<file path="config.mk">
export PLATFORM = sky130hd
export DESIGN_NAME = sync_header_frame_parser_flat
export DESIGN_NICKNAME = d
export VERILOG_FILES = /design/src/shfp_pkg.sv /design/src/shfp_if.sv /design/src/sync_header_frame_parser.sv /design/src/flat_wrapper.sv
export SDC_FILE = /design/constraint.sdc
export NUM_CORES = 1
export LEC_CHECK = 0
export BUFFER_PORTS_ARGS = -buffer_cell sky130_fd_sc_hd__buf_2
export CAP_MARGIN = 20
export CORE_MARGIN = 10
export CORE_UTILIZATION = 45
export CTS_CLUSTER_DIAMETER = 120
export DETAILED_ROUTE_END_ITERATION = 10
export MAX_ROUTING_LAYER = met4
export PLACE_DENSITY = 0.61
export SYNTH_ARGS = -nofsm -noshare
export SYNTH_HDL_FRONTEND = slang
export SYNTH_SLANG_ARGS = --single-unit
</file>
<file path="constraint.sdc">
create_clock -name clk -period 4.9 [get_ports clk]
set_input_delay 0.49 -clock clk [delete_from_list [all_inputs] [get_ports clk]]
set_output_delay 0.49 -clock clk [all_outputs]
set_load 0.05 [all_outputs]
</file>
<file path="src/shfp_pkg.sv">
// Types and constants for the sync-header frame parser.
// No dependencies; used by shfp_if.sv and sync_header_frame_parser.sv.
package shfp_pkg;

  localparam logic [7:0] HDR_FIRST  = 8'hAA;
  localparam logic [7:0] HDR_SECOND = 8'h55;
  localparam int unsigned FRAME_LEN = 8;

  typedef logic [7:0]  byte_t;
  typedef logic [31:0] angle_t;

  typedef enum logic {
    ACT_BYTE     = 1'b0,
    ACT_LINE_ERR = 1'b1
  } action_t;

  // byte position within the frame
  typedef enum logic [2:0] {
    POS_HUNT  = 3'd0,
    POS_HDR2  = 3'd1,
    POS_A0    = 3'd2,
    POS_A1    = 3'd3,
    POS_A2    = 3'd4,
    POS_A3    = 3'd5,
    POS_RSVD  = 3'd6,
    POS_CHECK = 3'd7
  } pos_t;

  localparam int unsigned EXP_LSB = 23;
  localparam int unsigned EXP_MSB = 30;

endpackage

</file>
<file path="src/shfp_if.sv">
// Valid/ready channel interfaces for the sync-header frame parser.
// Depends on shfp_pkg.
interface shfp_in_if;
  import shfp_pkg::*;
  logic    valid;
  logic    ready;
  action_t action;
  byte_t   rx_byte;

  modport source (output valid, output action, output rx_byte, input ready);
  modport sink   (input valid, input action, input rx_byte, output ready);
endinterface

interface shfp_out_if;
  import shfp_pkg::*;
  logic   valid;
  logic   ready;
  angle_t angle_word;

  modport source (output valid, output angle_word, input ready);
  modport sink   (input valid, input angle_word, output ready);
endinterface

</file>
<file path="src/sync_header_frame_parser.sv">
// Deframer for 8-byte frames (0xAA 0x55, angle word LE, reserved, XOR checksum).
// Depends on shfp_pkg and the channel interfaces in shfp_if.sv.
//
//  channel | dir | handshake      | payload
//  in_ch   | in  | valid / ready  | action (1), rx_byte (8)
//  out_ch  | out | valid / ready  | angle_word (32)
//
// One byte per cycle sustained while out_ch is not stalled. A byte is held in the
// input register, then the frame state update and the frame check run in one pass into
// the result register. out_ch.valid rises when the checksum byte passes from the input
// register into the result register and the frame checks good.
// Reset (synchronous, rst_n low) empties both registers and returns to hunt.
// A stalled result holds the input register; in_ch.ready drops only then.
module sync_header_frame_parser (
  input logic       clk,
  input logic       rst_n,
  shfp_in_if.sink   in_ch,
  shfp_out_if.source out_ch
);
  import shfp_pkg::*;

  // input register
  logic    s1_valid_r;
  action_t s1_action_r;
  byte_t   s1_byte_r;

  // frame state
  pos_t   pos_r, pos_nxt;
  byte_t  xor_r, xor_nxt;
  angle_t angle_r, angle_nxt;
  byte_t  rsvd_r, rsvd_nxt;

  // result register
  logic   out_valid_r, out_valid_nxt;
  angle_t out_angle_r;

  logic s1_fire;
  logic frame_ok;

  assign s1_fire      = s1_valid_r && (!out_valid_r || out_ch.ready);
  assign in_ch.ready  = !s1_valid_r || s1_fire;
  assign out_ch.valid = out_valid_r;
  assign out_ch.angle_word = out_angle_r;

  assign frame_ok = (s1_byte_r == xor_r) && (rsvd_r == '0) &&
                    (angle_r[EXP_MSB:EXP_LSB] != 8'hFF);

  always_comb begin
    pos_nxt   = pos_r;
    xor_nxt   = xor_r;
    angle_nxt = angle_r;
    rsvd_nxt  = rsvd_r;
    out_valid_nxt = out_valid_r && !out_ch.ready;
    if (s1_fire) begin
      out_valid_nxt = 1'b0;
      if (s1_action_r == ACT_LINE_ERR) begin
        pos_nxt   = POS_HUNT;
        xor_nxt   = '0;
        angle_nxt = '0;
        rsvd_nxt  = '0;
      end else begin
        case (pos_r)
          POS_HUNT: begin
            if (s1_byte_r == HDR_FIRST) begin
              xor_nxt = HDR_FIRST;
              pos_nxt = POS_HDR2;
            end
          end
          POS_HDR2: begin
            if (s1_byte_r == HDR_SECOND) begin
              xor_nxt = xor_r ^ s1_byte_r;
              pos_nxt = POS_A0;
            end else if (s1_byte_r == HDR_FIRST) begin
              // repeated first header byte: re-arm
              xor_nxt = HDR_FIRST;
              pos_nxt = POS_HDR2;
            end else begin
              pos_nxt = POS_HUNT;
            end
          end
          POS_A0, POS_A1, POS_A2, POS_A3: begin
            // little-endian: shift new byte in from the top
            angle_nxt = {s1_byte_r, angle_r[31:8]};
            xor_nxt   = xor_r ^ s1_byte_r;
            pos_nxt   = pos_t'(pos_r + 3'd1);
          end
          POS_RSVD: begin
            rsvd_nxt = s1_byte_r;
            xor_nxt  = xor_r ^ s1_byte_r;
            pos_nxt  = POS_CHECK;
          end
          POS_CHECK: begin
            out_valid_nxt = frame_ok;
            pos_nxt       = POS_HUNT;
          end
          default: begin
            pos_nxt = POS_HUNT;
          end
        endcase
      end
    end
  end

  always_ff @(posedge clk) begin
    if (!rst_n) begin
      s1_valid_r  <= 1'b0;
      out_valid_r <= 1'b0;
      pos_r       <= POS_HUNT;
      xor_r       <= '0;
      angle_r     <= '0;
      rsvd_r      <= '0;
    end else begin
      if (in_ch.ready) begin
        s1_valid_r <= in_ch.valid;
      end
      out_valid_r <= out_valid_nxt;
      pos_r       <= pos_nxt;
      xor_r       <= xor_nxt;
      angle_r     <= angle_nxt;
      rsvd_r      <= rsvd_nxt;
    end
  end

  // payload registers
  always_ff @(posedge clk) begin
    if (in_ch.ready && in_ch.valid) begin
      s1_action_r <= in_ch.action;
      s1_byte_r   <= in_ch.rx_byte;
    end
    if (s1_fire && (s1_action_r == ACT_BYTE) && (pos_r == POS_CHECK)) begin
      out_angle_r <= angle_r;
    end
  end

  a_line_err_hunt: assert property (@(posedge clk) disable iff (!rst_n)
    (s1_fire && s1_action_r == ACT_LINE_ERR) |=> (pos_r == POS_HUNT && xor_r == '0))
    else $error("line error did not return parser to hunt");

  a_check_to_hunt: assert property (@(posedge clk) disable iff (!rst_n)
    (s1_fire && s1_action_r == ACT_BYTE && pos_r == POS_CHECK) |=> (pos_r == POS_HUNT))
    else $error("checksum byte did not end the frame");

  a_result_source: assert property (@(posedge clk) disable iff (!rst_n)
    $rose(out_valid_r) |-> ($past(pos_r) == POS_CHECK && $past(s1_fire)))
    else $error("result raised outside the checksum byte");

  a_result_finite: assert property (@(posedge clk) disable iff (!rst_n)
    out_valid_r |-> (out_angle_r[EXP_MSB:EXP_LSB] != 8'hFF))
    else $error("non-finite angle word emitted");

endmodule
</file>
<file path="src/flat_wrapper.sv">
// flat-port wrapper written by rule: the top's interface ports become plain ports
module sync_header_frame_parser_flat import shfp_pkg::*;
  (clk, rst_n, in_ch_valid, in_ch_action, in_ch_rx_byte, in_ch_ready, out_ch_valid, out_ch_angle_word, out_ch_ready);
  shfp_in_if in_ch_i ();
  shfp_out_if out_ch_i ();
  input logic clk;
  input logic rst_n;
  input wire logic [$bits(in_ch_i.valid)-1:0] in_ch_valid;
  input wire logic [$bits(in_ch_i.action)-1:0] in_ch_action;
  input wire logic [$bits(in_ch_i.rx_byte)-1:0] in_ch_rx_byte;
  output wire logic [$bits(in_ch_i.ready)-1:0] in_ch_ready;
  output wire logic [$bits(out_ch_i.valid)-1:0] out_ch_valid;
  output wire logic [$bits(out_ch_i.angle_word)-1:0] out_ch_angle_word;
  input wire logic [$bits(out_ch_i.ready)-1:0] out_ch_ready;
  assign in_ch_i.valid = in_ch_valid;
  assign in_ch_i.action = in_ch_action;
  assign in_ch_i.rx_byte = in_ch_rx_byte;
  assign in_ch_ready = in_ch_i.ready;
  assign out_ch_valid = out_ch_i.valid;
  assign out_ch_angle_word = out_ch_i.angle_word;
  assign out_ch_i.ready = out_ch_ready;
  sync_header_frame_parser u_core (.clk(clk), .rst_n(rst_n), .in_ch(in_ch_i), .out_ch(out_ch_i));
endmodule
</file>
==> impl_metrics.toml <==
[cells_and_area]
antenna_cells = 0
layout_commonest_cell = "dfxtp_1"
area_growth_pct = 13.4
fill_cells = 747
fin_nets = 422
final_cells = 513
drive_above_1_share = 0.176
final_cell_mix = "53 x dfxtp_1, 47 x nand2_1, 46 x buf_2"

[flow_run]
cap_violations = 0

[pwr]
leakagePower_uw = 0.00157
irDropWorstVdd_mv = 0.192
powerDensity_nw_per_um2 = 324

[sta]
setup_viol_count_final = 0
max_slew.worst_pin.slew_ns = 0.838
hold_slack_ns = 0.298
rsz0062_at_grt = "no"
fin_tns_setup_ns = 0
final_hold_viol_count = 0
max_slew_margin = 0.438
finalCritPeriodShare = 0.507
fin_skew_ns = 0.0109
fmax_mhz = 403
min_period_ns = 2.48
slew_violations = 0

[critical_path]
timing.rr.start = "u_core.s1_action_r"
endpoint_kind = "register"
cp-start-kind = "register"
rrSetupSlack_ns = 2.42
cp.arrival_ns = 2.71
critPathRequiredTime_ns = 5.13
reg2reg_to = "u_core.xor_r[0]"
rr_worst_depth = 5
path_max_fanout = 28
critPathKind = "reg2reg"

[logic_synthesis]
ys_seq_area_frac = 0.601
synth_top_area_share = 0.323
netlist_instances = 362
synth-simple-area-share = 0.178
syn-num-nets = 381
ys.flop_type = "dfxtp_1"
synth_edf_count = 41
ys_warn_count = 0
synth_top_family_by_area = "simple AND/OR/NAND/NOR gates"
synth_area_leader_cell = "edfxtp_1"
yosys.area_share.adder = 0.0197
synth_compound_area_frac = 0.132
synth-xor-area-share = 0.0184
synth_cell_types = 46
async_reset_ff_frac = 0
synth_area_sq_um = 3810
syn_avg_cell_area_sq_um = 10.5
yosys_register_bits = 94
synth_mux_area_frac = 0.0210
yosys-top-cells-area = "edfxtp_1 32%, dfxtp_1 28%, a21oi_1 5.0%"

[routing]
ant_nets = 0
drtIter0Drc = 178
vias_per_cell = 5.37
wl_per_cell_microns = 15.9
drt_first_pass_iters = 5
dr_total_vias = 2756
drc = 0
wl_microns = 8180

[clocking]
cts_resized = 0
root_buffer = "clkbuf_8"
cts_buffer_depth = 2
cts_tree = "yes"
cts_buffers = 9
path_clk_slew_ns = 0.10
cts_hold_buffers = 0
clock-sinks = 94
clock_latency_ns = 0.37
htree_levels = 3
postCtsSetupRepairBufs = 0

[placed_design]
globalplace.congestion = 0.871
numPortBuffers = 46
dp_hpwl_microns = 5660
dpl.cell_count = 497

[global_routing]
grt_max_degree = 48
grt_util_all_layers = 0.130
antenna_found_initial = 0
grt_remaining_overflow = 0
grt_pass1_vias = 2573
grt_pass1_wl_microns = 13100

[die]
initial_utilization = 0.464
die_area_sq_um = 12600
die_w_microns = 112
core_area_sq_um = 8220
io_pins = 47
rows = 33
die_h_microns = 112

[min_path]
min_from = "in_ch_rx_byte[5]"
min_path_type = "in2reg"
hold_depth = 1
whs_endpoint = "u_core.s1_byte_r[5]"

[status]
status = "complete, no violations"
Yosys cell counts, drive strengths merged (6+ instances only):
library cell  count
nor2             24
inv               7
edfxtp           41
nand2            47
clkbuf            9
buf              10
o21ai            14
dfxtp            53
a211oi           10
nor2b            11
nand3            32
a21oi            39
mux2i             8
ha                6
flip-flops by register name, indices dropped and copies added (netlist names), 3 cells and up:
| signal | cells |
|---|---|
| u_core.pos_r | 3 |
| u_core.rsvd_r | 8 |
| u_core.s1_byte_r | 8 |
| u_core.angle_r | 32 |
| u_core.out_ch.angle_word | 32 |
| u_core.xor_r | 8 |
worst max-delay path by stage:
stage / from / slack (ns) / endpoint / cells past startpoint
after global placement: u_core.pos_r[0] / 2.43 / u_core.angle_r[26] / 7
after floorplan: u_core.out_ch.valid / 2.71 / u_core.out_ch.angle_word[0] / 3
after global routing: u_core.s1_action_r / 2.19 / u_core.xor_r[2] / 5
after CTS: u_core.s1_action_r / 2.45 / u_core.xor_r[2] / 5
after detailed placement: u_core.s1_action_r / 2.45 / u_core.xor_r[2] / 5
final: u_core.s1_action_r / 2.42 / u_core.xor_r[0] / 5
power breakdown:
part | internal, uW | leakage [uW] | switching (uW)
Sequential | 823 | 0.000808 | 16.4
Clock | 197 | 0.0000989 | 298
Combinational | 23.5 | 0.000660 | 43.5
worst max-delay path, stage by stage, from the launching register on:
cell	delay, ns
edfxtp_1	0.71
inv_2	0.37
a211oi_1	0.78
nor2_1	0.20
o21ai_1	0.19
a31oi_1	0.10
layout make-up:
| type | count | area (sq um) | share of cell area |
|---|---|---|---|
| clock buffers | 9 | 124 | 0.0286 |
| clock inverters | 7 | 67.6 | 0.0156 |
| flip-flops and latches | 94 | 2290 | 0.530 |
| multi-input cells | 242 | 1420 | 0.328 |
| inverters | 7 | 26.3 | 0.00607 |
| repair buffers | 49 | 268 | 0.0619 |
| well taps | 105 | 131 | 0.0304 |
per-stage QoR:
step	instance area (sq um)	setup slack, ns	power (uW)	util
floorplan	3810	2.71	900	-
global placement	4110	2.43	922	0.500
detailed placement	4140	2.45	925	0.503
CTS	4330	2.45	1410	0.527
global route	4330	2.19	1450	0.527
finish	4330	2.42	1400	0.527
cells by family (layout without fill, tap and decap cells):
family                   count (synthesis)  after routing
flip-flops                              94             94
multiplexers                             8              8
adder cells (fa/ha/maj)                  6              6
buffers and inverters                   26             72
AO/OA/AOI/OAI                           81             81
XOR/XNOR                                 8              8
AND/OR/NAND/NOR                        139            139
layer usage:
layer | global-route usage | vias up | part of all wire
met4 | 0.0431 | 0 | 0.012
li1 | - | 1392 | -
met2 | 0.186 | 71 | 0.44
met1 | 0.172 | 1284 | 0.49
met3 | 0.0351 | 9 | 0.054
met5 | - | - | 0
Power figures use the tool's default switching activity.
